--- src/sv/iiea_pkg.sv ---
package iiea_pkg;

  localparam int DEF_CAPACITY   = 64;
  localparam int DEF_ELEM_WIDTH = 32;

  // fixed port widths
  localparam int OP_W   = 4;
  localparam int IDX_W  = 7;
  localparam int DATA_W = 32;
  localparam int LEN_W  = 7;
  localparam int ST_W   = 2;

  // position width wide enough for the largest capacity plus one
  localparam int POS_W = 11;

  localparam logic [OP_W-1:0] OP_INSERT = 4'd0;
  localparam logic [OP_W-1:0] OP_ERASE  = 4'd1;
  localparam logic [OP_W-1:0] OP_SET    = 4'd2;
  localparam logic [OP_W-1:0] OP_READ   = 4'd3;
  localparam logic [OP_W-1:0] OP_PUSH   = 4'd4;
  localparam logic [OP_W-1:0] OP_POP    = 4'd5;
  localparam logic [OP_W-1:0] OP_CLEAR  = 4'd6;
  localparam logic [OP_W-1:0] OP_RESIZE = 4'd7;
  localparam logic [OP_W-1:0] OP_FRONT  = 4'd8;
  localparam logic [OP_W-1:0] OP_BACK   = 4'd9;

  localparam logic [ST_W-1:0] ST_OK    = 2'd0;
  localparam logic [ST_W-1:0] ST_RANGE = 2'd1;
  localparam logic [ST_W-1:0] ST_FULL  = 2'd2;
  localparam logic [ST_W-1:0] ST_EMPTY = 2'd3;

  // broadcast control from the sequencer to every cell
  typedef struct packed {
    logic             shift_up;
    logic             shift_down;
    logic             snap;
    logic             shift_rd;
    logic [POS_W-1:0] pos;
    logic [POS_W-1:0] wr_lo;
    logic [POS_W-1:0] wr_hi;
  } cell_ctrl_t;

endpackage

--- src/sv/iiea_cell.sv ---
module iiea_cell #(
  parameter int POS = 0,
  parameter int EW  = iiea_pkg::DEF_ELEM_WIDTH
) (
  input  logic                 clk,
  input  iiea_pkg::cell_ctrl_t ctrl,
  input  logic [EW-1:0]        wval,
  input  logic [EW-1:0]        left_data,
  input  logic [EW-1:0]        right_data,
  input  logic [EW-1:0]        right_rd,
  output logic [EW-1:0]        data,
  output logic [EW-1:0]        rd
);

  localparam int PW = iiea_pkg::POS_W;
  localparam logic [PW-1:0] MY_POS = PW'(POS);

  logic hit;

  assign hit = (MY_POS >= ctrl.wr_lo) && (MY_POS < ctrl.wr_hi);

  always_ff @(posedge clk) begin
    if (hit) begin
      data <= wval;
    end else if (ctrl.shift_up && (MY_POS > ctrl.pos)) begin
      data <= left_data;
    end else if (ctrl.shift_down && (MY_POS >= ctrl.pos)) begin
      data <= right_data;
    end
    // read lane moves one place towards cell zero per cycle while shift_rd is set
    if (ctrl.snap) begin
      rd <= data;
    end else if (ctrl.shift_rd) begin
      rd <= right_rd;
    end
  end

endmodule

--- config.mk ---
export PLATFORM = sky130hd
export DESIGN_NAME = iiea_cell
export DESIGN_NICKNAME = d
export VERILOG_FILES = /design/src/sv/iiea_pkg.sv /design/src/sv/iiea_cell.sv
export SDC_FILE = /design/constraint.sdc
export NUM_CORES = 1
export LEC_CHECK = 0
export BUFFER_PORTS_ARGS = -buffer_cell sky130_fd_sc_hd__buf_2
export CORE_MARGIN = 2
export CORE_UTILIZATION = 24
export CTS_CLUSTER_DIAMETER = 40
export DETAILED_ROUTE_END_ITERATION = 16
export GPL_TIMING_DRIVEN = 0
export SLEW_MARGIN = 25
export SYNTH_ARGS = -nofsm -noshare
export SYNTH_HDL_FRONTEND = slang
export SYNTH_SLANG_ARGS = --single-unit
--- constraint.sdc ---
create_clock -name clk -period 2.32 [get_ports clk]
set_input_delay 0.116 -clock clk [delete_from_list [all_inputs] [get_ports clk]]
set_output_delay 0.116 -clock clk [all_outputs]
set_load 0.005 [all_outputs]
==> flow_metrics.py, run 1 <==
metrics = {
    "die": {
        "start_util_pct": 24.5,
        "core_um2": 12000,
        "io_pins": 230,
        "row_count": 40,
        "die_w_um": 114,
        "die_h_um": 114,
        "dieArea_um2": 13100,
    },
    "setup_path": {
        "reg2reg_to": "rd[31]",
        "crit_arrival_ns": 1.96,
        "ff2ff_setup_slack_ns": 1.34,
        "crit_path_start_kind": "input pin",
        "worstSetupPathType": "input pin to flip-flop",
        "worstSetupEndpointType": "flip-flop",
        "required_ns": 2.35,
        "r2r_start": "data[31]",
        "critPathLaunch": "ctrl[13]",
        "crit_fanout": 17,
        "ff2ff_path_depth": 1,
    },
    "global_route": {
        "gr-total-overflow": 0,
        "grt_pass1_vias": 2143,
        "grt_max_degree": 33,
        "grt_use_total_pct": 11.1,
        "grt_pass1_wl_mm": 10.8,
        "antenna_found_initial": 0,
    },
    "synth": {
        "ys_ff_latch": 64,
        "yosysSeqAreaShare_pct": 65.7,
        "synth_nets": 314,
        "async_flop_share_pct": 0,
        "synth_flop_cell": "edfxtp_1",
        "yosys_warnings": 0,
        "synth_area_leaders": "edfxtp_1, mux2_4, mux2_2",
        "yosysMostFrequentCell": "edfxtp_1",
        "synth_common_cells": "edfxtp_1, mux2_2, mux2_4",
        "synth_edf_count": 64,
        "postSynthCellCount": 148,
        "synth.top_cell.area_share_pct": 65.7,
        "avgSynthCellArea_um2": 19.8,
        "synth_area_leader_cell": "edfxtp_1",
        "ys_types": 14,
        "syn_area_um2": 2930,
    },
    "timing": {
        "fmax_mhz": 517,
        "finalHoldViolations": 0,
        "slew_violations": 0,
        "relSlewSlack_pct": 45.5,
        "rsz0062_at_grt": "no",
        "setup_viol": 0,
        "tightest_slew_ns": 0.818,
        "hold_slack_ns": 0.0932,
        "timing.final.crit_share_pct": 83.4,
        "fin_crit_ns": 1.93,
        "skew_ns": 0.00444,
    },
    "placement": {
        "dp_hpwl_mm": 5.97,
        "io_buffers": 195,
        "place_congestion": 0.720,
    },
    "cts": {
        "clockBufferDepth": 2,
        "ctsHtreeMaxLevel": 3,
        "numCtsBuffers": 9,
        "path_clk_slew_ns": 0.05,
        "worstSkewPairLatency_ns": 0.32,
        "root_buffer": "clkbuf_16",
        "clock_sinks": 64,
        "cts_tree": "built",
        "cts_setup_buffers": 0,
        "cts_hold_buf": 0,
        "ctsResizeCount": 0,
    },
    "worst_hold_path": {
        "holdCritStartpoint": "wval[29]",
        "min_to": "data[29]",
        "hold_depth": 2,
        "min_path_type": "input pin to flip-flop",
    },
    "detailed_routing": {
        "drt-pass1-iter-count": 3,
        "antenna_left": 0,
        "vias": 2113,
        "initialDrtViolationCount": 54,
        "drc": 0,
        "via_per_inst": 4.18,
        "post_drt_wl_per_cell_um": 14.8,
        "routed_wl_mm": 7.50,
    },
    "layout": {
        "syn2layout_area_growth_pct": 50.1,
        "regArea_um2": 1920,
        "fin_nets": 521,
        "multi_input_area_um2": 952,
        "drive_gt1_share_pct": 79.4,
        "diodes": 0,
        "fin_util_pct": 36.7,
        "n_fill_cell": 1157,
    },
    "power": {
        "ir_worst_vdd_mv": 0.335,
        "leakage_nw": 1.91,
        "pwr_density_cell_nw_per_um2": 655,
    },
    "job": {
        "cap_violations": 0,
    },
    "status": {
        "outcome": "completed",
    },
}
==> cell families (layout without fill, tap and decap cells) <==
kind of cell | Yosys count | count (layout) | share of synthesized area, %
muxes | 64 | 64 | 28.4
buffers and inverters | 7 | 218 | 1.75
and+or+nand+nor | 11 | 11 | 3.17
DFF | 64 | 64 | 65.7
AOI/OAI and AO/OA | 2 | 2 | 1.03
==> state kept, by name (all words and copies together) (netlist names) <==
name / cells
data: 32
rd: 32
==> routing by layer <==
metal  vias up  share of wire (%)  track usage, %
li1       1006                  -               -
met4         0                1.4            4.55
met1       994                 39            12.2
met3         7                6.9            3.39
met2       106                 53            20.0
met5         -                  0               0
==> layout by cell type (no fill, tap or decap) <==
master and instances:
edfxtp_1 64, bufinv_16 1, or2_2 1, mux2_2 35
nand3_1 1, nor4_2 4, mux2_4 29, clkinv_1 1
buf_2 197, clkbuf_16 9, nor4_1 2, buf_6 3
a31oi_4 1, a31o_2 1, buf_16 1, clkbuf_1 3
nor4b_1 1, nor3_1 2, clkinv_2 3
==> where the power goes <==
group / total, mW / internal (mW) / switching (mW)
registers: 1.33 / 1.32 / 0.0101
logic: 0.268 / 0.172 / 0.0962
clock network: 1.28 / 0.815 / 0.461
total: 2.88 / 2.31 / 0.567
==> worst max-delay path: stages <==
cell     delay [ns]
buf_2          0.11
nor4_2         0.27
nand3_1        0.16
a31oi_4        0.35
buf_6          0.24
a31o_2         0.48
buf_16         0.22
==> final cells by class <==
class                      instances  area share [%]
sequential                        64            43.8
timing repair buffer             196            22.9
multi-input combinational         77            21.7
clock buffer                      10            5.22
tap                              147            4.19
buffer                             7            1.17
clock inverter                     5            1.11
==> worst max path at each step <==
stage	cells past startpoint	end
finish	7	data[3]
global route	7	data[3]
CTS	7	data[3]
detailed placement	7	data[3]
global placement	6	data[3]
floorplan	5	data[0]
==> stage by stage <==
| step | TNS (ns) | cell area, µm² | setup WS [ns] | instances | total power, mW |
|---|---|---|---|---|---|
| floorplan | 0 | 2930 | 0.178 | 148 | 1.46 |
| global placement | -19.49 | 4090 | -0.611 | 490 | 1.62 |
| detailed placement | -0.676 | 4110 | -0.0443 | 491 | 1.63 |
| CTS | 0 | 4390 | 0.285 | 506 | 2.93 |
| global route | 0 | 4390 | 0.183 | 506 | 2.99 |
| finish | 0 | 4390 | 0.386 | 506 | 2.88 |
No activity file was read; power rests on OpenSTA's default activity.
==> inputs of run 2 (changes only) <==
==> constraint.sdc (replaced) <==
create_clock -name clk -period 1.71 [get_ports clk]
set_input_delay 0.0855 -clock clk [delete_from_list [all_inputs] [get_ports clk]]
set_output_delay 0.0855 -clock clk [all_outputs]
set_load 0.005 [all_outputs]
==> run 2 against run 1 <==
  * Total power up 29%
  * Highest routed layer unchanged
  * Largest power group unchanged
  * Clock skew is 0.00064 ns higher
  * Global-route usage is 0.85 points higher
  * Critical path type unchanged
  * Worst hold slack worse by 0.024 ns
  * Via count shrank 0.47%
  * Cell area shrank 0.80%
  * Critical path depth decreased by 1
  * Sequential power up 36%
  * Worst setup slack lost 0.21 ns
  * Combinational power increased by 39%
  * Final cell count fell by 0.40%
  * Sequential share of layout area rose by 0.35 points
==> flow_metrics.py, run 2 (same netlist as run 1, synthesis figures left out) <==
metrics = {
    "status": {
        "outcome": "completed",
    },
    "timing": {
        "relSlewSlack_pct": 41.5,
        "finalHoldViolations": 0,
        "timing.final.crit_share_pct": 89.5,
        "fmax_mhz": 653,
        "tightest_slew_ns": 0.866,
        "rsz0062_at_grt": "no",
        "skew_ns": 0.00508,
        "tns_ns": 0,
        "fin_crit_ns": 1.53,
        "slew_violations": 0,
        "setup_viol": 0,
    },
    "cts": {
        "ctsResizeCount": 2,
        "worstSkewPairLatency_ns": 0.31,
        "numCtsBuffers": 9,
        "root_buffer": "clkbuf_16",
        "clock_sinks": 64,
        "cts_tree": "built",
        "cts_setup_buffers": 0,
        "ctsHtreeMaxLevel": 3,
        "path_clk_slew_ns": 0.05,
        "clockBufferDepth": 2,
        "cts_hold_buf": 0,
    },
    "detailed_routing": {
        "via_per_inst": 4.17,
        "vias": 2103,
        "post_drt_wl_per_cell_um": 15.5,
        "drt-pass1-iter-count": 4,
        "initialDrtViolationCount": 63,
        "antenna_left": 0,
        "routed_wl_mm": 7.80,
        "drc": 0,
    },
    "global_route": {
        "grt_use_total_pct": 12.0,
        "antenna_found_initial": 0,
        "grt_pass1_vias": 2235,
        "grt_pass1_wl_mm": 11.6,
        "busiest_layer": "met2",
        "grtUsageMet3_pct": 2.75,
        "grt_max_degree": 33,
        "use_met1_pct": 13.2,
        "gr-usage-met2_pct": 22.1,
        "gr-total-overflow": 0,
    },
    "layout": {
        "final_cell_mix": "buf_2, edfxtp_1, mux2_2, mux2_4, clkbuf_16",
        "diodes": 0,
        "fin_util_pct": 36.4,
        "final_common_cell": "buf_2",
        "top_regs": "data: 32 flops, rd: 32 flops",
        "syn2layout_area_growth_pct": 48.9,
        "fin_nets": 521,
        "stdcell_area_um2": 4360,
        "drive_gt1_share_pct": 79.0,
    },
    "setup_path": {
        "worstSetupPathType": "input pin to flip-flop",
        "crit_fanout": 16,
        "crit_arrival_ns": 1.52,
        "required_ns": 1.70,
        "crit_path_start_kind": "input pin",
        "worstSetupEndpointType": "flip-flop",
    },
    "die": {
        "core_um2": 12000,
        "start_util_pct": 24.5,
        "die_h_um": 114,
        "io_pins": 230,
        "die_w_um": 114,
        "dieArea_um2": 13100,
        "row_count": 40,
    },
    "placement": {
        "dp_hpwl_mm": 5.87,
        "place_congestion": 0.720,
        "placedInstanceArea_um2": 4090,
        "io_buffers": 195,
    },
    "power": {
        "leakage_nw": 1.89,
        "ir_worst_vdd_mv": 0.323,
        "pwr_density_cell_nw_per_um2": 850,
        "total_power_mw": 3.70,
    },
    "worst_hold_path": {
        "min_path_type": "input pin to flip-flop",
    },
    "job": {
        "cap_violations": 0,
    },
}
run 2: changes by cell type in the layout (fill, tap and decap cells not counted), sizes merged:
cell | previous run | this run
buf | 201 | 200
a31o | 1 | 2
bufinv | 1 | 0
clkinv | 4 | 3
run 2: stage by stage:
stage | cells | setup WS (ns) | hold WS, ns
floorplan | 148 | 0.117 | 0.303
global placement | 490 | -0.449 | 0.386
detailed placement | 490 | -0.432 | 0.390
CTS | 504 | 0.116 | 0.0540
global route | 504 | 0.0264 | 0.0541
finish | 504 | 0.179 | 0.0688
run 2: layout make-up:
cell class	instances	area, µm²
Tap cell	147	184
Clock buffer	10	229
Buffer	7	51.3
Sequential cell	64	1920
Clock inverter	3	12.5
Fill cell	1167	7610
Multi-Input combinational cell	78	981
Timing Repair Buffer	195	976
run 2: power breakdown:
part	switching (mW)	internal, mW	total, mW	leakage, nW
logic	0.138	0.234	0.372	1.16
registers	0.0133	1.79	1.81	0.614
clock network	0.580	0.941	1.52	0.119
total	0.731	2.97	3.70	1.89
run 2: worst paths after layout:
| kind | from | end | slack [ns] | cells past startpoint |
|---|---|---|---|---|
| max | ctrl[13] | data[4] | 0.18 | 6 |
| min | right_data[3] | data[3] | 0.07 | 2 |
| max reg2reg | data[19] | rd[19] | 0.75 | 1 |
| min reg2reg | data[24] | rd[24] | 0.57 | 1 |
run 2: routing by layer:
layer	vias to the layer above	part of all wire [%]
met4	0	1.2
li1	1006	-
met2	91	55
met1	1000	39
met3	6	5.2
met5	-	0
run 2: critical path, stage by stage:
cell and delay, ns:
buf_2 0.11, nor4_2 0.26, nand3_1 0.15, a31oi_4 0.34
buf_6 0.25, a31o_4 0.29
